==> config.mk <==
export PLATFORM = sky130hd
export DESIGN_NAME = ptqc_queue
export DESIGN_NICKNAME = d
export VERILOG_FILES = /design/src/hw/rtl/ptqc_pkg.sv /design/src/hw/rtl/ptqc_queue.sv
export SDC_FILE = /design/constraint.sdc
export NUM_CORES = 1
export LEC_CHECK = 0
export BUFFER_PORTS_ARGS = -buffer_cell sky130_fd_sc_hd__buf_2
export CORE_ASPECT_RATIO = 1.1
export CORE_MARGIN = 10
export CORE_UTILIZATION = 40
export DETAILED_ROUTE_END_ITERATION = 16
export GPL_TIMING_DRIVEN = 0
export PLACE_DENSITY = 0.69
export SYNTH_ARGS = -nofsm -noshare
export SYNTH_HDL_FRONTEND = slang
export SYNTH_SLANG_ARGS = --single-unit
==> constraint.sdc <==
create_clock -name clock -period 3.31 [get_ports clock]
set_clock_uncertainty 0.1 [all_clocks]
set_input_delay 0 -clock clock [delete_from_list [all_inputs] [get_ports clock]]
set_output_delay 0 -clock clock [all_outputs]
set_load 0.02 [all_outputs]
==> src/hw/rtl/ptqc_pkg.sv <==
package ptqc_pkg;

   localparam int COORD_WIDTH = 32;
   localparam int IO_WIDTH = 32;
   localparam int LIMIT_WIDTH = 63;
   localparam int MAG_WIDTH = COORD_WIDTH + 1;
   localparam int SQ_WIDTH = (MAG_WIDTH > 32) ? 32 : MAG_WIDTH;
   localparam int PROD_WIDTH = 2 * SQ_WIDTH;
   localparam int CMP_WIDTH = 65;
   localparam int QUEUE_DEPTH = 4;
   localparam int QPTR_WIDTH = $clog2(QUEUE_DEPTH);
   localparam int QCNT_WIDTH = $clog2(QUEUE_DEPTH + 1);

   typedef logic signed [COORD_WIDTH-1:0] coord_type;
   typedef logic signed [IO_WIDTH-1:0] io_coord_type;
   typedef logic [LIMIT_WIDTH-1:0] limit_type;

   typedef enum logic [2:0] {
      CMD_MOVE  = 3'd0,
      CMD_LINE  = 3'd1,
      CMD_QUAD  = 3'd2,
      CMD_CLOSE = 3'd3,
      CMD_CUBIC = 3'd4,
      CMD_END   = 3'd5
   } cmd_type;

   typedef enum logic [1:0] {
      KIND_CURVE,
      KIND_COND,
      KIND_CUBIC
   } kind_type;

   typedef struct packed {
      kind_type  kind;
      coord_type sx;
      coord_type sy;
      coord_type cx;
      coord_type cy;
      coord_type ex;
      coord_type ey;
   } seg_type;

   function automatic coord_type coord_in(io_coord_type raw);
      return COORD_WIDTH'(raw);
   endfunction

   function automatic coord_type half_floor(coord_type a, coord_type b);
      logic signed [COORD_WIDTH:0] s;
      s = (COORD_WIDTH + 1)'(a) + (COORD_WIDTH + 1)'(b);
      return s[COORD_WIDTH:1];
   endfunction

   function automatic coord_type min3(coord_type a, coord_type b, coord_type c);
      coord_type m;
      m = (a < b) ? a : b;
      return (m < c) ? m : c;
   endfunction

   function automatic coord_type max3(coord_type a, coord_type b, coord_type c);
      coord_type m;
      m = (a > b) ? a : b;
      return (m > c) ? m : c;
   endfunction

endpackage

==> src/hw/rtl/ptqc_queue.sv <==
module ptqc_queue (
   input  logic              clock,
   input  logic              reset,
   input  logic              push_valid,
   output logic              push_ready,
   input  ptqc_pkg::seg_type push_data,
   output logic              pop_valid,
   input  logic              pop_ready,
   output ptqc_pkg::seg_type pop_data
);
   import ptqc_pkg::*;

   seg_type                mem_ff [QUEUE_DEPTH];
   logic [QPTR_WIDTH-1:0]  wr_ptr_ff, wr_ptr_in, rd_ptr_ff, rd_ptr_in;
   logic [QCNT_WIDTH-1:0]  cnt_ff, cnt_in;
   logic                   push, pop;

   assign push_ready = (cnt_ff != QCNT_WIDTH'(QUEUE_DEPTH));
   assign pop_valid = (cnt_ff != '0);
   assign pop_data = mem_ff[rd_ptr_ff];
   assign push = push_valid && push_ready;
   assign pop = pop_valid && pop_ready;

   always_comb begin
      wr_ptr_in = wr_ptr_ff;
      rd_ptr_in = rd_ptr_ff;
      cnt_in = cnt_ff;
      if (push) begin
         wr_ptr_in = (wr_ptr_ff == QPTR_WIDTH'(QUEUE_DEPTH - 1)) ? '0 : wr_ptr_ff + 1'b1;
      end
      if (pop) begin
         rd_ptr_in = (rd_ptr_ff == QPTR_WIDTH'(QUEUE_DEPTH - 1)) ? '0 : rd_ptr_ff + 1'b1;
      end
      if (push && !pop) begin
         cnt_in = cnt_ff + 1'b1;
      end else if (pop && !push) begin
         cnt_in = cnt_ff - 1'b1;
      end
   end

   always_ff @(posedge clock) begin
      if (reset) begin
         wr_ptr_ff <= '0;
         rd_ptr_ff <= '0;
         cnt_ff <= '0;
      end else begin
         wr_ptr_ff <= wr_ptr_in;
         rd_ptr_ff <= rd_ptr_in;
         cnt_ff <= cnt_in;
      end
   end

   always_ff @(posedge clock) begin
      if (push) begin
         mem_ff[wr_ptr_ff] <= push_data;
      end
   end

endmodule

==> impl_metrics.env, run 1 <==
export IMPL_outcome="finished, final reports clean"
export IMPL_clkTransAtPathRegs_ps=60
export IMPL_final_cell_mix="edfxtp_1 (776), buf_2 (414), dlygate4sd3_1 (256), mux4_2 (194), clkbuf_16 (80)"
export IMPL_ys_seq_elements=785
export IMPL_hold_viol_final=0
export IMPL_max_cap_viol_count=0
export IMPL_min_path_type="primary input to register"
export IMPL_ant_nets=0
export IMPL_dp_hpwl_um=40000
export IMPL_grt_use_met1=0.182
export IMPL_grt_use_total=0.155
export IMPL_core_area_mm2=0.0704
export IMPL_place_congestion=0.706
export IMPL_cts_max_level=3
export IMPL_crit_fanout=14
export IMPL_crit_path_end_kind="output pin"
export IMPL_grt_use_met3=0.0493
export IMPL_synth_edf_count=776
export IMPL_fin_crit_ps=2900
export IMPL_regToRegStartpoint="cnt_ff[0]"
export IMPL_crit_slowest_cell="buf_2"
export IMPL_synthFlopType="edfxtp_1"
export IMPL_setup_viol=0
export IMPL_dpl_instance_area_mm2=0.0320
export IMPL_grt_overflow=0
export IMPL_dr_total_vias=13945
export IMPL_cts_buffers=79
export IMPL_crit_path_frequent_cell="buf_2"
export IMPL_vdd_drop_max_mv=0.562
export IMPL_reg2regPathDepth=5
export IMPL_pin_count=394
export IMPL_drcViolationCount=0
export IMPL_seq_area_frac_synth=0.824
export IMPL_crit_chain="buf_2 > buf_2 > buf_2 > mux4_2 > buf_2"
export IMPL_max_stage_delay_ps=530
export IMPL_ys_warnings_count=0
export IMPL_wire_per_inst_um=22.8
export IMPL_leakagePower_nw=12.6
export IMPL_worst_pin_slew_ps=872
export IMPL_crit_buf_inv=4
export IMPL_syn_area_mm2=0.0285
export IMPL_fmax_ghz=0.345
export IMPL_drv_slew=0
export IMPL_fill_cells=5414
export IMPL_syn_inst=1062
export IMPL_period_share=0.876
export IMPL_stdcell_area_mm2=0.0371
export IMPL_cts_resized=0
export IMPL_synth_avg_cell_area_um2=26.8
export IMPL_worstSetupStartpointType="register"
export IMPL_routed_wl_um=63800
export IMPL_dr_pass1_iters=4
export IMPL_die_h_um=300
export IMPL_antenna_found_initial=5
export IMPL_rsz0062_at_grt="no"
export IMPL_hp_start="push_data[36]"
export IMPL_crit_required_ps=3210
export IMPL_rows=102
export IMPL_drive_gt1_frac=0.409
export IMPL_cts_root_buf="clkbuf_16"
export IMPL_grt_pass1_wl_um=96700
export IMPL_hold_path_endpoint="mem_ff[0][36]"
export IMPL_synth_distinct_cells=26
export IMPL_top_usage_layer="met2"
export IMPL_arrival_ps=2800
export IMPL_syn_nets=1267
export IMPL_grt_max_degree=57
export IMPL_hold_depth=2
export IMPL_critical_path_class="register to output pin"
export IMPL_clockBufferDepth=3
export IMPL_detail_route_iter0_violations=999
export IMPL_r2r_setup_slack_ps=630
export IMPL_async_flop_share=0
export IMPL_powerDensity_mw_per_mm2=735
export IMPL_fp_dieW_um=274
export IMPL_vias_per_cell=4.98
export IMPL_area_growth_synth_to_final_pct=30.2
export IMPL_cts_sinks=785
export IMPL_reg2reg_to="mem_ff[2][139]"
export IMPL_area_sequential_mm2=0.0235
export IMPL_grt_pass1_vias=15474
export IMPL_cts_tree="yes"
export IMPL_stdcell_count=2802
export IMPL_insertion_delay_ps=620
export IMPL_globalRouteMet2Util=0.268
export IMPL_final_nets=2007
export IMPL_dieArea_mm2=0.0823
export IMPL_dpl_cell_count=2402
export IMPL_max_slew_margin=0.419
export IMPL_multi_input_area_mm2=0.00467
export IMPL_start_util=0.404
export IMPL_cp_top_family="buffers and inverters"
export IMPL_final_common_cell="edfxtp_1"
export IMPL_io_buffers=392
export IMPL_post_cts_buffers=0
-- repair_timing --
action                                 in CTS  in global routing
endpoints found under the hold margin     785                  4
setup endpoints to repair                  41                  0
hold buffers                              255                  1
-- power by group --
group	switching (mW)	leakage (nW)	internal [mW]
clock network	3.72	1.23	4.97
registers	0.221	7.19	12.0
logic	3.71	4.15	2.62
total	7.66	12.6	19.6
-- worst max path at each step --
stage          depth (start not counted)      start             end  slack [ps]
6_report                               5   register   pop_data[132]         410
5_1_grt                                5   register   pop_data[132]         230
4_1_cts                                5   register   pop_data[132]         250
3_5_place_dp                           5   register    pop_data[67]         540
3_3_place_gp                           3  cnt_ff[0]  mem_ff[3][157]       -2280
2_1_floorplan                          3  cnt_ff[0]    mem_ff[0][0]        -370
-- final cells by class --
cell class | count | area share
timing repair buffer | 660 | 0.131
antenna | 2 | 0.000135
inverter | 3 | 0.000304
multi-input combinational | 228 | 0.126
tap | 936 | 0.0316
buffer | 45 | 0.00897
sequential | 785 | 0.633
clock inverter | 49 | 0.0138
clock buffer | 94 | 0.0554
-- state kept, by name, summed over array words and instances, names as in the netlist, named ones only --
signal,flops
rd_ptr_ff,2
wr_ptr_ff,2
cnt_ff,3
mem_ff,776
-- routing by layer --
layer  vias up  part of all wire
met5         -           0.00056
met4         6             0.024
met3       111             0.074
met2       429              0.53
met1      7274              0.37
li1       6125                 -
-- cell families (layout without fill, tap and decap cells) --
logic type	Yosys count	count (layout)	synth area share
simple gates	17	17	0.00373
xor+xnor	2	2	0.000615
buf+inv	49	851	0.0122
other cells	0	2	0
compound gates	5	5	0.00123
flops	785	785	0.824
fa+ha+maj	7	7	0.00334
mux	197	197	0.154
-- synth_stat cells (all sizes together), types with 2 or more instances --
cell type | n | area share
nand2b | 2 | 0.00044
or3 | 3 | 0.00075
clkbuf | 6 | 0.00083
xor2 | 2 | 0.00062
ha | 6 | 0.0026
mux2i | 3 | 0.0011
inv | 3 | 0.00040
edfxtp | 776 | 0.82
and3 | 4 | 0.0011
a21oi | 2 | 0.00035
mux4 | 194 | 0.15
buf | 40 | 0.011
o31ai | 2 | 0.00070
dfxtp | 9 | 0.0063
nor2 | 3 | 0.00040
-- stage by stage --
step | power [mW] | hold slack, ps | util | worst slack, ps | setup TNS [ps]
2_1_floorplan | 16.4 | -1.13 | - | -374 | -290580
3_3_place_gp | 18.6 | 108 | 0.449 | -2280 | -1734220
3_5_place_dp | 18.7 | 115 | 0.454 | 544 | 0
4_1_cts | 27.7 | 0.671 | 0.526 | 253 | 0
5_1_grt | 28.5 | 6.41 | 0.526 | 228 | 0
6_report | 27.3 | 43.3 | 0.527 | 410 | 0
-- worst reg2reg max path, cell delays in order, from the launching register on --
cell,delay (ps)
dfxtp_1,430
or3b_1,150
clkbuf_2,180
and3_4,690
buf_16,350
buf_16,300
(Power assumes the default switching activity.)
==> run 2, diff against run 1 <==
Settings changed: CORE_MARGIN 10 to 3.
==> run 2 against run 1 <==
Effect of this change: clock power increased by 2.6%; first-iteration DRC count decreased by 1.7%; total power increased by 0.49%; register-to-register slack got worse by 80 ps; non-clock buffer count decreased by 23; die area decreased by 9.5%; sequential share of layout area increased by 0.30 points; cell area decreased by 0.47%; wire length decreased by 5.5%; hold slack got worse by 14 ps; global-route usage increased by 0.75 points; combinational power decreased by 1%.
==> impl_metrics.env, run 2 (synthesis results as in run 1) <==
export IMPL_outcome="finished, final reports clean"
export IMPL_final_cell_mix="edfxtp_1 (776), buf_2 (414), dlygate4sd3_1 (233), mux4_2 (194), clkbuf_16 (80)"
export IMPL_rows=101
export IMPL_die_h_um=286
export IMPL_place_congestion=0.720
export IMPL_fmax_ghz=0.362
export IMPL_dieArea_mm2=0.0745
export IMPL_pin_count=394
export IMPL_final_common_cell="edfxtp_1"
export IMPL_dpl_instance_area_mm2=0.0320
export IMPL_hold_viol_final=0
export IMPL_dr_total_vias=13873
export IMPL_fp_dieW_um=260
export IMPL_vdd_drop_max_mv=0.675
export IMPL_cts_max_level=3
export IMPL_final_nets=1984
export IMPL_p_total_mw=27.4
export IMPL_stdcell_area_mm2=0.0369
export IMPL_worst_pin_slew_ps=853
export IMPL_largest_register_ffs=776
export IMPL_crit_fanout=7
export IMPL_dp_hpwl_um=37200
export IMPL_crit_path_end_kind="register"
export IMPL_fin_crit_ps=2760
export IMPL_place_ws_ps=575
export IMPL_drive_gt1_frac=0.412
export IMPL_io_buffers=392
export IMPL_setup_viol=0
export IMPL_insertion_delay_ps=610
export IMPL_cts_root_buf="clkbuf_16"
export IMPL_area_growth_synth_to_final_pct=29.6
export IMPL_grt_pass1_vias=15021
export IMPL_period_share=0.834
export IMPL_clockBufferDepth=3
export IMPL_grt_use_total=0.163
export IMPL_start_util=0.408
export IMPL_cts_tree="yes"
export IMPL_clkTransAtPathRegs_ps=60
export IMPL_max_slew_margin=0.431
export IMPL_leakagePower_nw=12.5
export IMPL_powerDensity_mw_per_mm2=743
export IMPL_drv_slew=0
export IMPL_vias_per_cell=5.00
export IMPL_cts_sinks=785
export IMPL_grt_pass1_wl_um=92000
export IMPL_worstSetupStartpointType="register"
export IMPL_grt_max_degree=56
export IMPL_cts_buffers=79
export IMPL_max_stage_delay_ps=550
export IMPL_detail_route_iter0_violations=982
export IMPL_largestRegisters="mem_ff (776), cnt_ff (3)"
export IMPL_wire_per_inst_um=21.7
export IMPL_dr_pass1_iters=5
export IMPL_antenna_found_initial=7
export IMPL_ant_nets=0
export IMPL_routed_wl_um=60300
export IMPL_min_path_type="primary input to register"
export IMPL_critical_path_class="register to register"
export IMPL_grt_overflow=0
export IMPL_max_cap_viol_count=0
export IMPL_crit_slowest_cell="dlygate4sd3_1"
export IMPL_crit_required_ps=3710
export IMPL_top_register="mem_ff"
export IMPL_drcViolationCount=0
export IMPL_setup_ws_ps=548
export IMPL_rsz0062_at_grt="no"
export IMPL_crit_chain="or3b_1 > clkbuf_2 > and2_4 > ha_1 > inv_1 > fa_1 > mux2i_1 > nor2_1 > dlygate4sd3_1"
export IMPL_core_area_mm2=0.0698
export IMPL_arrival_ps=3160
-- run 2: changes by cell type in the layout (fill, tap and decap cells not counted), sizes merged --
cell / delta
clkbuf: +3
diode: +5
clkinv: -3
clkinvlp: -3
bufinv: +4
dlygate4sd3: -23
-- run 2: repair_timing --
item	in CTS	in global routing
resized for setup	0	0
endpoints found under the hold margin	785	0
endpoints found under the setup margin	0	1
hold buffers	233	0
buffers inserted	0	0
-- run 2: critical path: cells and delay by family, from the launching register on --
kind	cells	cell delay, ps
fa+ha+maj	2	630
buf+inv	3	790
flops	1	370
mux	1	150
simple gates	3	590
-- run 2: final cells by class --
type / count / area [um^2]
plain buffers: 45 / 333
diodes: 7 / 17.5
inverters: 3 / 11.3
multi-input cells: 228 / 4670
repair buffers: 637 / 4620
well taps: 927 / 1160
clock buffers: 97 / 2070
flip-flops and latches: 785 / 23500
clock inverters: 47 / 554
fillers: 5358 / 32800
-- run 2: stage by stage --
stage	hold slack [ps]	utilization	std cells	setup TNS (ps)
after floorplan	-1.13	-	1062	-290580
after global placement	109	0.453	2381	-1729530
after detailed placement	117	0.458	2393	0
after CTS	0.0780	0.529	2770	0
after global routing	14.4	0.529	2776	0
final	29.4	0.529	2776	0
-- run 2: final timing paths --
kind	start	endpoint	slack (ps)	cells after the start
setup / recovery	cnt_ff[2]	cnt_ff[1]	550	9
hold / removal	push_data[102]	mem_ff[3][102]	30	2
hold reg to reg	rd_ptr_ff[0]	rd_ptr_ff[0]	400	2
setup reg to reg	cnt_ff[2]	cnt_ff[1]	550	9
-- run 2: where the power goes --
| group | switching, mW | internal [mW] |
|---|---|---|
| logic | 3.64 | 2.60 |
| clock network | 3.66 | 5.26 |
| registers | 0.215 | 12.0 |
| total | 7.52 | 19.9 |
-- run 2: per-layer routing --
| layer | wire length (um) | vias up | track usage |
|---|---|---|---|
| met5 | 0 | - | 0 |
| met4 | 1590 | 0 | 0.0556 |
| met1 | 23600 | 7270 | 0.206 |
| li1 | - | 6083 | - |
| met3 | 4260 | 94 | 0.0434 |
| met2 | 30800 | 426 | 0.273 |
